File: src/rtl/ttdp_pkg.sv
// Shared types, codes and constants for the touch tap/drag to pointer core.
// Used by every module under rtl; depends on nothing else.
package ttdp_pkg;

	// Result count per item and default depth of the front-to-back queue.
	localparam int MAX_RESULTS   = 4;
	localparam int QUEUE_DEPTH   = 4;
	localparam int CNT_W         = 3;
	localparam int SLOT_W        = 2;

	// Field widths fixed by the interface.
	localparam int PX_W          = 15;
	localparam int FRAC_W        = 17;
	localparam int TIME_W        = 32;
	localparam int REL_W         = 16;
	localparam int CFG_IDX_W     = 3;
	localparam int CFG_DATA_W    = 16;
	localparam logic [FRAC_W-1:0] FRAC_ONE = 17'h10000;

	// Input function codes.
	typedef enum logic [2:0] {
		FUNC_DOWN   = 3'd0,
		FUNC_UP     = 3'd1,
		FUNC_MOTION = 3'd2,
		FUNC_REL    = 3'd3,
		FUNC_ENTER  = 3'd4
	} func_t;

	// Result kind codes.
	typedef enum logic [1:0] {
		KIND_MOTION  = 2'd0,
		KIND_PRESS   = 2'd1,
		KIND_RELEASE = 2'd2,
		KIND_ENTER   = 2'd3
	} kind_t;

	// Configuration register indexes.
	typedef enum logic [CFG_IDX_W-1:0] {
		REG_WIDTH    = 3'd0,
		REG_HEIGHT   = 3'd1,
		REG_ROTATED  = 3'd2,
		REG_FOCUS    = 3'd3,
		REG_TAP_RAD  = 3'd4,
		REG_TAP_TIME = 3'd5,
		REG_HOLD     = 3'd6,
		REG_SLOP     = 3'd7
	} cfg_idx_t;

	// Configuration register contents.
	typedef struct packed {
		logic [PX_W-1:0] width;
		logic [PX_W-1:0] height;
		logic            rotated;
		logic            focus;
		logic [13:0]     tap_radius;
		logic [15:0]     tap_time;
		logic [15:0]     hold_time;
		logic [13:0]     slop_radius;
	} cfg_t;

	// One classified item: up to four results, each at the down point or the cursor.
	typedef struct packed {
		logic [CNT_W-1:0]                cnt;
		kind_t [MAX_RESULTS-1:0]         kinds;
		logic [MAX_RESULTS-1:0]          at_down;
		logic [PX_W-1:0]                 down_x;
		logic [PX_W-1:0]                 down_y;
		logic [PX_W-1:0]                 cur_x;
		logic [PX_W-1:0]                 cur_y;
		logic [TIME_W-1:0]               stamp;
	} entry_t;

endpackage

File: src/rtl/touch_tap_drag_to_pointer_core.sv
// Touch tap/drag to pointer core. Touch and relative mouse items come in on the
// in_valid/in_ready channel and leave as pointer results (motion, left press,
// left release, pointer enter) on out_valid/out_ready, each item giving zero
// to four results with last set on the final one. The front end takes one item
// per clock while its queue has room; an item is registered in stage one when
// accepted, then written to the queue, and its results are loaded in turn from
// the queue head into the output register, which gives one result per clock
// while out_ready is high and so sets the sustained rate. Items that give no
// result pass through the front end only. Registers are written on the cfg
// channel, which is always ready; the user must write them only while the core
// is idle, which the core does not enforce.
// Depends on ttdp_pkg, ttdp_cfg, ttdp_front, ttdp_queue and ttdp_back.
module touch_tap_drag_to_pointer_core
	import ttdp_pkg::*;
#(
	parameter int QUEUE_ENTRIES = QUEUE_DEPTH
) (
	input  logic                    clk,
	input  logic                    arst_n,
	input  logic                    cfg_valid,
	output logic                    cfg_ready,
	input  logic [CFG_IDX_W-1:0]    cfg_index,
	input  logic [CFG_DATA_W-1:0]   cfg_data,
	input  logic                    in_valid,
	output logic                    in_ready,
	input  logic [2:0]              func,
	input  logic [TIME_W-1:0]       now_ms,
	input  logic [TIME_W-1:0]       event_time,
	input  logic [FRAC_W-1:0]       touch_x,
	input  logic [FRAC_W-1:0]       touch_y,
	input  logic signed [REL_W-1:0] rel_dx,
	input  logic signed [REL_W-1:0] rel_dy,
	output logic                    out_valid,
	input  logic                    out_ready,
	output logic [1:0]              kind,
	output logic [PX_W-1:0]         cursor_x,
	output logic [PX_W-1:0]         cursor_y,
	output logic [TIME_W-1:0]       stamp,
	output logic                    last
);

	cfg_t   cfg;
	logic   q_full, q_empty, q_push, q_pop;
	entry_t q_in, q_head;

	assign cfg_ready = 1'b1;

	// Configuration registers.
	ttdp_cfg u_cfg (
		.clk      (clk),
		.arst_n   (arst_n),
		.wr_en    (cfg_valid),
		.wr_index (cfg_index),
		.wr_data  (cfg_data),
		.cfg      (cfg)
	);

	// Accept and classify items.
	ttdp_front u_front (
		.clk        (clk),
		.arst_n     (arst_n),
		.cfg        (cfg),
		.in_valid   (in_valid),
		.in_ready   (in_ready),
		.func       (func),
		.now_ms     (now_ms),
		.event_time (event_time),
		.touch_x    (touch_x),
		.touch_y    (touch_y),
		.rel_dx     (rel_dx),
		.rel_dy     (rel_dy),
		.q_full     (q_full),
		.push       (q_push),
		.push_entry (q_in)
	);

	// Queue between the two halves.
	ttdp_queue #(
		.DEPTH (QUEUE_ENTRIES)
	) u_queue (
		.clk        (clk),
		.arst_n     (arst_n),
		.push       (q_push),
		.push_entry (q_in),
		.full       (q_full),
		.pop        (q_pop),
		.empty      (q_empty),
		.head       (q_head)
	);

	// Deliver results.
	ttdp_back u_back (
		.clk       (clk),
		.arst_n    (arst_n),
		.empty     (q_empty),
		.head      (q_head),
		.pop       (q_pop),
		.out_valid (out_valid),
		.out_ready (out_ready),
		.kind      (kind),
		.cursor_x  (cursor_x),
		.cursor_y  (cursor_y),
		.stamp     (stamp),
		.last      (last)
	);

endmodule

File: src/rtl/ttdp_cfg.sv
// Configuration register file for the touch tap/drag to pointer core.
// Depends on ttdp_pkg for the register indexes and the cfg_t struct.
module ttdp_cfg
	import ttdp_pkg::*;
(
	input  logic                  clk,
	input  logic                  arst_n,
	input  logic                  wr_en,
	input  logic [CFG_IDX_W-1:0]  wr_index,
	input  logic [CFG_DATA_W-1:0] wr_data,
	output cfg_t                  cfg
);

	cfg_t cfg_q;

	// Registers take their reset values and are written one at a time.
	always_ff @(posedge clk or negedge arst_n) begin
		if (!arst_n) begin
			cfg_q.width       <= 15'd1280;
			cfg_q.height      <= 15'd800;
			cfg_q.rotated     <= 1'b0;
			cfg_q.focus       <= 1'b0;
			cfg_q.tap_radius  <= 14'd50;
			cfg_q.tap_time    <= 16'd100;
			cfg_q.hold_time   <= 16'd200;
			cfg_q.slop_radius <= 14'd100;
		end else if (wr_en) begin
			case (wr_index)
				REG_WIDTH:    cfg_q.width       <= wr_data[PX_W-1:0];
				REG_HEIGHT:   cfg_q.height      <= wr_data[PX_W-1:0];
				REG_ROTATED:  cfg_q.rotated     <= wr_data[0];
				REG_FOCUS:    cfg_q.focus       <= wr_data[0];
				REG_TAP_RAD:  cfg_q.tap_radius  <= wr_data[13:0];
				REG_TAP_TIME: cfg_q.tap_time    <= wr_data;
				REG_HOLD:     cfg_q.hold_time   <= wr_data;
				REG_SLOP:     cfg_q.slop_radius <= wr_data[13:0];
				default: ;
			endcase
		end
	end

	assign cfg = cfg_q;

endmodule

File: src/rtl/ttdp_front.sv
// Front end: accepts items, maps touch positions, keeps the gesture state and
// turns each item that gives a result into one queue entry. Depends on ttdp_pkg.
module ttdp_front
	import ttdp_pkg::*;
(
	input  logic                     clk,
	input  logic                     arst_n,
	input  cfg_t                     cfg,
	input  logic                     in_valid,
	output logic                     in_ready,
	input  logic [2:0]               func,
	input  logic [TIME_W-1:0]        now_ms,
	input  logic [TIME_W-1:0]        event_time,
	input  logic [FRAC_W-1:0]        touch_x,
	input  logic [FRAC_W-1:0]        touch_y,
	input  logic signed [REL_W-1:0]  rel_dx,
	input  logic signed [REL_W-1:0]  rel_dy,
	input  logic                     q_full,
	output logic                     push,
	output entry_t                   push_entry
);

	function automatic logic [PX_W-1:0] absdiff(input logic [PX_W-1:0] a,
	                                            input logic [PX_W-1:0] b);
		return (a > b) ? (a - b) : (b - a);
	endfunction

	// Adds a signed move to a position and clamps it into [0, size - 1].
	function automatic logic [PX_W-1:0] clamp_move(input logic [PX_W-1:0] pos,
	                                               input logic signed [REL_W-1:0] d,
	                                               input logic [PX_W-1:0] size);
		logic signed [PX_W+2:0] v;
		logic signed [PX_W+2:0] hi;
		v  = $signed({3'b000, pos}) + $signed({{2{d[REL_W-1]}}, d});
		hi = $signed({3'b000, size}) - $signed(18'sd1);
		if (v > hi) v = hi;
		if (v < $signed(18'sd0)) v = '0;
		return v[PX_W-1:0];
	endfunction

	logic accept;
	logic fire;

	logic [FRAC_W-1:0] tx_sat, ty_sat, fx, fy;
	logic [31:0]       prod_x, prod_y;

	logic                    valid_s1;
	logic [2:0]              func_s1;
	logic [TIME_W-1:0]       now_s1;
	logic [TIME_W-1:0]       stamp_s1;
	logic [PX_W-1:0]         px_s1, py_s1;
	logic signed [REL_W-1:0] dx_s1, dy_s1;

	logic [PX_W-1:0]   cursor_x_q, cursor_y_q, down_x_q, down_y_q;
	logic [TIME_W-1:0] down_time_q;
	logic              drag_active_q, drag_allowed_q;

	logic [PX_W-1:0]   cursor_x_d, cursor_y_d, down_x_d, down_y_d;
	logic [TIME_W-1:0] down_time_d;
	logic              drag_active_d, drag_allowed_d;

	logic [TIME_W-1:0] since;
	logic              is_tap, past_hold, past_slop;
	entry_t            ent;

	// The entry stage moves on whenever the queue has room.
	assign fire     = valid_s1 && !q_full;
	assign in_ready = !valid_s1 || !q_full;
	assign accept   = in_valid && in_ready;

	// Touch mapping: saturate, optionally rotate, then scale to pixels.
	always_comb begin
		tx_sat = (touch_x > FRAC_ONE) ? FRAC_ONE : touch_x;
		ty_sat = (touch_y > FRAC_ONE) ? FRAC_ONE : touch_y;
		fx     = cfg.rotated ? ty_sat : tx_sat;
		fy     = cfg.rotated ? (FRAC_ONE - tx_sat) : ty_sat;
		prod_x = 32'(fx) * 32'(cfg.width);
		prod_y = 32'(fy) * 32'(cfg.height);
	end

	// Stage one valid flag.
	always_ff @(posedge clk or negedge arst_n) begin
		if (!arst_n) begin
			valid_s1 <= 1'b0;
		end else if (in_ready) begin
			valid_s1 <= in_valid;
		end
	end

	// Stage one payload.
	always_ff @(posedge clk) begin
		if (accept) begin
			func_s1  <= func;
			now_s1   <= now_ms;
			stamp_s1 <= event_time;
			px_s1    <= prod_x[16 +: PX_W];
			py_s1    <= prod_y[16 +: PX_W];
			dx_s1    <= rel_dx;
			dy_s1    <= rel_dy;
		end
	end

	// Gesture decisions for the item in stage one.
	always_comb begin
		since     = now_s1 - down_time_q;
		is_tap    = (absdiff(cursor_x_q, down_x_q) < {1'b0, cfg.tap_radius}) &&
		            (absdiff(cursor_y_q, down_y_q) < {1'b0, cfg.tap_radius}) &&
		            (since < {16'd0, cfg.tap_time});
		past_hold = (since > {16'd0, cfg.hold_time}) || !drag_allowed_q;
		past_slop = (absdiff(px_s1, down_x_q) > {1'b0, cfg.slop_radius}) ||
		            (absdiff(py_s1, down_y_q) > {1'b0, cfg.slop_radius});
	end

	// Next state and the queue entry for the item in stage one.
	always_comb begin
		cursor_x_d     = cursor_x_q;
		cursor_y_d     = cursor_y_q;
		down_x_d       = down_x_q;
		down_y_d       = down_y_q;
		down_time_d    = down_time_q;
		drag_active_d  = drag_active_q;
		drag_allowed_d = drag_allowed_q;
		ent.cnt        = '0;
		ent.kinds      = '{default: KIND_MOTION};
		ent.at_down    = '0;

		case (func_s1)
			FUNC_ENTER: begin
				cursor_x_d   = cfg.width >> 1;
				cursor_y_d   = cfg.height >> 1;
				ent.cnt      = 3'd1;
				ent.kinds[0] = KIND_ENTER;
			end
			FUNC_DOWN: begin
				if (cfg.focus) begin
					cursor_x_d     = px_s1;
					cursor_y_d     = py_s1;
					down_x_d       = px_s1;
					down_y_d       = py_s1;
					down_time_d    = now_s1;
					drag_active_d  = 1'b0;
					drag_allowed_d = 1'b1;
					ent.cnt        = 3'd1;
				end
			end
			FUNC_UP: begin
				if (cfg.focus) begin
					drag_active_d = 1'b0;
					if (is_tap) begin
						ent.cnt        = 3'd3;
						ent.kinds[1]   = KIND_PRESS;
						ent.kinds[2]   = KIND_RELEASE;
						ent.at_down    = 4'b0111;
						if (drag_active_q) begin
							ent.cnt      = 3'd4;
							ent.kinds[3] = KIND_RELEASE;
						end
					end else if (drag_active_q) begin
						ent.cnt      = 3'd1;
						ent.kinds[0] = KIND_RELEASE;
					end
				end
			end
			FUNC_MOTION: begin
				if (cfg.focus) begin
					if (past_hold) begin
						cursor_x_d = px_s1;
						cursor_y_d = py_s1;
						if (drag_allowed_q) begin
							// Hold time passed: press at the down point, then follow.
							drag_allowed_d = 1'b0;
							drag_active_d  = 1'b1;
							ent.cnt        = 3'd3;
							ent.kinds[1]   = KIND_PRESS;
							ent.at_down    = 4'b0011;
						end else begin
							ent.cnt = 3'd1;
						end
					end else if (past_slop) begin
						drag_allowed_d = 1'b0;
					end
				end
			end
			FUNC_REL: begin
				if (cfg.focus) begin
					cursor_x_d = clamp_move(cursor_x_q, dx_s1, cfg.width);
					cursor_y_d = clamp_move(cursor_y_q, dy_s1, cfg.height);
					ent.cnt    = 3'd1;
				end
			end
			default: ;
		endcase

		ent.down_x = down_x_q;
		ent.down_y = down_y_q;
		ent.cur_x  = cursor_x_d;
		ent.cur_y  = cursor_y_d;
		ent.stamp  = stamp_s1;
	end

	// Gesture state.
	always_ff @(posedge clk or negedge arst_n) begin
		if (!arst_n) begin
			cursor_x_q     <= '0;
			cursor_y_q     <= '0;
			down_x_q       <= '0;
			down_y_q       <= '0;
			down_time_q    <= '0;
			drag_active_q  <= 1'b0;
			drag_allowed_q <= 1'b0;
		end else if (fire) begin
			cursor_x_q     <= cursor_x_d;
			cursor_y_q     <= cursor_y_d;
			down_x_q       <= down_x_d;
			down_y_q       <= down_y_d;
			down_time_q    <= down_time_d;
			drag_active_q  <= drag_active_d;
			drag_allowed_q <= drag_allowed_d;
		end
	end

	// Items that give no result never enter the queue.
	assign push       = fire && (ent.cnt != '0);
	assign push_entry = ent;

endmodule

File: src/rtl/ttdp_queue.sv
// Short queue of classified items between the front and back ends.
// Depends on ttdp_pkg for the entry_t struct.
module ttdp_queue
	import ttdp_pkg::*;
#(
	parameter int DEPTH = QUEUE_DEPTH
) (
	input  logic   clk,
	input  logic   arst_n,
	input  logic   push,
	input  entry_t push_entry,
	output logic   full,
	input  logic   pop,
	output logic   empty,
	output entry_t head
);

	localparam int PTR_W = (DEPTH > 1) ? $clog2(DEPTH) : 1;
	localparam int FILL_W = $clog2(DEPTH + 1);
	localparam logic [PTR_W-1:0] LAST_SLOT = PTR_W'(DEPTH - 1);

	entry_t            slots_q [DEPTH];
	logic [PTR_W-1:0]  wr_ptr_q, rd_ptr_q;
	logic [FILL_W-1:0] fill_q;

	assign full  = (fill_q == FILL_W'(DEPTH));
	assign empty = (fill_q == '0);
	assign head  = slots_q[rd_ptr_q];

	// Entry storage.
	always_ff @(posedge clk) begin
		if (push) begin
			slots_q[wr_ptr_q] <= push_entry;
		end
	end

	// Pointers and fill level.
	always_ff @(posedge clk or negedge arst_n) begin
		if (!arst_n) begin
			wr_ptr_q <= '0;
			rd_ptr_q <= '0;
			fill_q   <= '0;
		end else begin
			if (push) begin
				wr_ptr_q <= (wr_ptr_q == LAST_SLOT) ? '0 : wr_ptr_q + 1'b1;
			end
			if (pop) begin
				rd_ptr_q <= (rd_ptr_q == LAST_SLOT) ? '0 : rd_ptr_q + 1'b1;
			end
			if (push && !pop) begin
				fill_q <= fill_q + 1'b1;
			end else if (pop && !push) begin
				fill_q <= fill_q - 1'b1;
			end
		end
	end

endmodule

File: src/rtl/ttdp_back.sv
// Back end: walks the results of the head queue entry into the output register,
// one a cycle while that register is free or being taken. Depends on ttdp_pkg.
module ttdp_back
	import ttdp_pkg::*;
(
	input  logic              clk,
	input  logic              arst_n,
	input  logic              empty,
	input  entry_t            head,
	output logic              pop,
	output logic              out_valid,
	input  logic              out_ready,
	output logic [1:0]        kind,
	output logic [PX_W-1:0]   cursor_x,
	output logic [PX_W-1:0]   cursor_y,
	output logic [TIME_W-1:0] stamp,
	output logic              last
);

	logic [SLOT_W-1:0] slot_q;
	logic              out_valid_q;
	logic              load;
	logic              is_last;

	logic [1:0]        kind_q;
	logic [PX_W-1:0]   x_q, y_q;
	logic [TIME_W-1:0] stamp_q;
	logic              last_q;

	// A result is loaded whenever the queue holds an entry and the output register is free or being taken.
	assign load    = !empty && (!out_valid_q || out_ready);
	assign is_last = ({1'b0, slot_q} == (head.cnt - 3'd1));
	assign pop     = load && is_last;

	// Control: output valid and the result slot within the head entry.
	always_ff @(posedge clk or negedge arst_n) begin
		if (!arst_n) begin
			out_valid_q <= 1'b0;
			slot_q      <= '0;
		end else begin
			if (load) begin
				out_valid_q <= 1'b1;
				slot_q      <= is_last ? '0 : slot_q + 1'b1;
			end else if (out_ready) begin
				out_valid_q <= 1'b0;
			end
		end
	end

	// Output payload.
	always_ff @(posedge clk) begin
		if (load) begin
			kind_q  <= head.kinds[slot_q];
			x_q     <= head.at_down[slot_q] ? head.down_x : head.cur_x;
			y_q     <= head.at_down[slot_q] ? head.down_y : head.cur_y;
			stamp_q <= head.stamp;
			last_q  <= is_last;
		end
	end

	assign out_valid = out_valid_q;
	assign kind      = kind_q;
	assign cursor_x  = x_q;
	assign cursor_y  = y_q;
	assign stamp     = stamp_q;
	assign last      = last_q;

endmodule

File: config.mk
export PLATFORM = sky130hd
export DESIGN_NAME = touch_tap_drag_to_pointer_core
export DESIGN_NICKNAME = d
export VERILOG_FILES = /design/src/rtl/ttdp_pkg.sv /design/src/rtl/touch_tap_drag_to_pointer_core.sv /design/src/rtl/ttdp_cfg.sv /design/src/rtl/ttdp_front.sv /design/src/rtl/ttdp_queue.sv /design/src/rtl/ttdp_back.sv
export SDC_FILE = /design/constraint.sdc
export NUM_CORES = 2
export LEC_CHECK = 0
export BUFFER_PORTS_ARGS = -buffer_cell sky130_fd_sc_hd__buf_2
export CAP_MARGIN = 20
export CORE_AREA = 8 8 405 407
export CTS_CLUSTER_DIAMETER = 40
export CTS_CLUSTER_SIZE = 40
export DETAILED_ROUTE_END_ITERATION = 8
export DIE_AREA = 0 0 413 415
export PLACE_DENSITY = 0.6
export SYNTH_ARGS = -nofsm -noshare
export SYNTH_HDL_FRONTEND = slang
export SYNTH_HIERARCHICAL = 1
export SYNTH_SLANG_ARGS = --single-unit
File: constraint.sdc
create_clock -name clk -period 7.9 [get_ports clk]
set_clock_uncertainty 0.2 [all_clocks]
set_input_delay 0 -clock clk [delete_from_list [all_inputs] [get_ports clk]]
set_output_delay 0 -clock clk [all_outputs]
set_load 0.03 [all_outputs]
==> impl_metrics.yaml <==
finish:
  area_growth_pct: 18.0
  regArea_um2: 23600
  nets: 7031
  layout-drive-gt1-share: 0.162
  multi_input_area_um2: 33800
  fillers: 14500
synthesis:
  synthTopCellsByCount: "inv_1, edfxtp_1, ha_1"
  synth-compound-area-share: 0.112
  yosysMostFrequentCell: "inv_1"
  synth-edff-count: 622
  synthCells: 5455
  synth-seq-cells: 819
  synth-adder-area-share: 0.230
  synth-simple-area-share: 0.108
  yosysTopAreaCell: "edfxtp_1"
  synthArstFlopShare: 0.241
  muxShareOfSynthArea: 0.0786
  ys_seq_area_frac: 0.388
  synthXorXnorAreaFrac: 0.0247
  avgSynthCellArea_um2: 11.2
  synth_top_family_by_area: "adder cells"
  syn-cell-area_um2: 60900
  synth_top_area_frac: 0.307
  yosysWarnings: 6
  yosysUniqueCellTypes: 102
  synth_area_leaders: "edfxtp_1, fa_1, ha_1"
  synthFlopType: "edfxtp_1"
die:
  dieArea_um2: 171000
  row_count: 146
  die_width_um: 413
  io_pins: 225
  start_util: 0.387
  die_h_um: 415
  core_area_um2: 157000
pwr:
  power_w: 0.0354
  seqPwrFrac: 0.202
  sw_frac_of_total: 0.461
  p_sw_w: 0.0163
  internal_power_w: 0.0191
  power_density_nw_per_um2: 492
  pwr-share-comb: 0.650
  clkPwrFrac: 0.148
  leakage_nw: 30.7
  ir_drop_mv: 0.531
global_routing:
  groute.layer.met1.usage: 0.278
  grt_usage: 0.201
  grt_max_degree: 85
  grt_busiest_layer: "met2"
  antenna_found_initial: 7
  grt_overflow: 0
  use_met2: 0.330
  grt_pass1_wl_mm: 271
  use_met3: 0.0262
  grt_pass1_vias: 45600
sta:
  tns_ps: 0
  slew_violations: 0
  slew_headroom: 0.264
  finalSetupViolCount: 0
  setup_slack_ps: 261
  fmax_ghz: 0.131
  rsz0062_at_grt: "true"
  finalCritPeriodShare: 0.967
  hold_violations: 0
  worst_pin_slew_ps: 1100
  min_period_ps: 7640
worst_hold_path:
  min_path_type: "input pin to flip-flop"
  min_to: "u_cfg/cfg[76]$_DFFE_PN0P_"
  holdPathStages: 3
  min_from: "cfg_data[14]"
clock_tree:
  post-cts-setup-buffer-count: 0
  clk_pin_slew_ps: 50
  htree_levels: 3
  cts_buffers: 113
  clock_latency_ps: 760
  tritoncts: "built"
  clk_path_buf_depth: 3
  clock-sinks: 819
  cts_root_buf: "clkbuf_16"
placement:
  gp_congestion: 0.951
  place.port_buffers: 223
  dp_hpwl_mm: 132
  pre_cts_ws_ps: -307
setup_path:
  rr_worst_depth: 28
  timing.rr.start: "u_cfg/cfg[61]$_DFFE_PN0P_"
  cp-end-kind: "flip-flop"
  rr_endpoint: "u_front/py_s1[14]$_DFFE_PP_"
  rrSetupSlack_ps: 260
  critPathArrivalTime_ps: 7930
  cp-start-kind: "flip-flop"
  slowest_stage: "fa_1"
  crit_type: "flip-flop to flip-flop"
  cpPeakStageDelay_ps: 530
  cp.required_ps: 8190
  crit_top_cell: "fa_1"
  crit_fanout: 14
detailed_routing:
  routedWlPerCell_um: 21.5
  drt_iter0_drc: 3269
  finalWirelength_mm: 176
  avgViaCountPerCell: 5.38
  drcViolationCount: 0
  ant_nets: 0
  vias: 43900
  first_pass_iters: 5
job:
  max-cap-violations: 0
outcome:
  status: "complete, no violations"
==> kinds of logic after synthesis <==
family | Yosys count
adder cells (fa/ha/maj) | 881
XOR/XNOR | 172
AO/OA/AOI/OAI | 1039
multiplexers | 312
other | 2
buffers and inverters | 910
flip-flops | 819
AND/OR/NAND/NOR | 1320
==> cell usage in the layout (no fill, tap or decap), types with 33 or more instances in the layout <==
master	synthesis	final
o21a_1	58	58
dlygate4sd3_1	0	230
a21o_1	132	131
buf_2	14	222
mux2_2	110	110
and2_1	219	214
xor2_1	64	64
a21oi_1	275	275
nand3_1	56	56
nor2b_1	86	84
dfrtp_1	180	177
fa_1	394	394
nand2b_1	45	45
o22ai_1	33	33
o21ai_0	244	240
buf_4	27	213
clkbuf_16	0	113
inv_1	640	640
nand4_1	46	46
edfxtp_1	622	622
nor2_1	204	202
nor3_1	56	56
mux2i_1	62	62
mux4_2	110	110
ha_1	487	487
nand2_1	478	478
xnor2_1	108	108
==> through the flow <==
step	area, um2	cells	hold WS [ps]	utilization
3_3_place_gp	65400	7714	-90.8	0.415
2_1_floorplan	60900	5458	-496	-
5_1_grt	71900	8167	28.4	0.456
4_1_cts	71800	8163	5.52	0.456
3_5_place_dp	65400	7716	-75.2	0.416
6_report	71900	8169	41.4	0.457
==> worst max path at each step <==
stage,slack (ps),to,startpoint,depth (start not counted)
3_5_place_dp,-310,u_front/py_s1[14]$_DFFE_PP_,touch_x[2],32
6_report,260,u_front/py_s1[14]$_DFFE_PP_,u_cfg/cfg[61]$_DFFE_PN0P_,28
2_1_floorplan,100,u_front/px_s1[14]$_DFFE_PP_,touch_x[2],30
5_1_grt,-30,u_front/py_s1[14]$_DFFE_PP_,u_cfg/cfg[61]$_DFFE_PN0P_,28
3_3_place_gp,-190,u_front/py_s1[14]$_DFFE_PP_,touch_x[2],32
4_1_cts,220,u_front/py_s1[14]$_DFFE_PP_,u_cfg/cfg[61]$_DFFE_PN0P_,28
==> state kept, by name, indices dropped and copies added, names as in the netlist, 3 cells and up <==
name / count
u_back/cursor_x: 15
u_front/down_y_q: 15
u_front/dy_s1: 16
u_cfg/cfg: 92
u_front/stamp_s1: 32
u_back/stamp: 32
u_front/cursor_x_q: 15
u_front/down_x_q: 15
u_front/down_time_q: 32
u_queue/slots_q: 428
u_front/dx_s1: 16
u_front/func_s1: 3
u_back/cursor_y: 15
u_queue/fill_q: 3
u_front/cursor_y_q: 15
u_front/px_s1: 15
u_front/py_s1: 15
u_front/now_s1: 32
==> power groups by stage <==
stage	Sequential [W]	Combinational, W	Clock (W)
floorplan	0.00704	0.0161	0
global placement	0.00719	0.0223	0
detailed placement	0.00722	0.0227	0
CTS	0.00714	0.0230	0.00535
global route	0.00725	0.0256	0.00551
finish	0.00715	0.0230	0.00522
==> layer usage <==
metal,share of wire,wire [um],vias up
li1,-,-,20200
met4,0.031,5380,2
met2,0.46,81600,1458
met5,0.000046,8,-
met1,0.45,78100,22000
met3,0.059,10400,265
==> critical path: cells and delay by family, from the launching register on <==
kind,cells,cell delay [ps]
and+or+nand+nor,4,670
adders and majority gates,7,3270
AOI/OAI and AO/OA,9,1970
xor gates and xnor gates,1,80
buffers and inverters,7,750
DFF,1,450
==> final cells by class <==
| class | count | area share |
|---|---|---|
| clock buffer | 129 | 0.0406 |
| antenna | 3 | 0.000104 |
| clock inverter | 87 | 0.0155 |
| sequential | 819 | 0.329 |
| multi-input combinational | 3729 | 0.470 |
| inverter | 641 | 0.0335 |
| timing repair buffer | 689 | 0.0759 |
| tap | 2072 | 0.0361 |
==> timing repair <==
item                                   in CTS  in global routing
gates resized for setup                     0                 12
endpoints found under the hold margin     405                  0
hold buffers                              231                  0
setup endpoints to repair                   0                 34
Note: power is estimated with default switching activity, not from simulation.
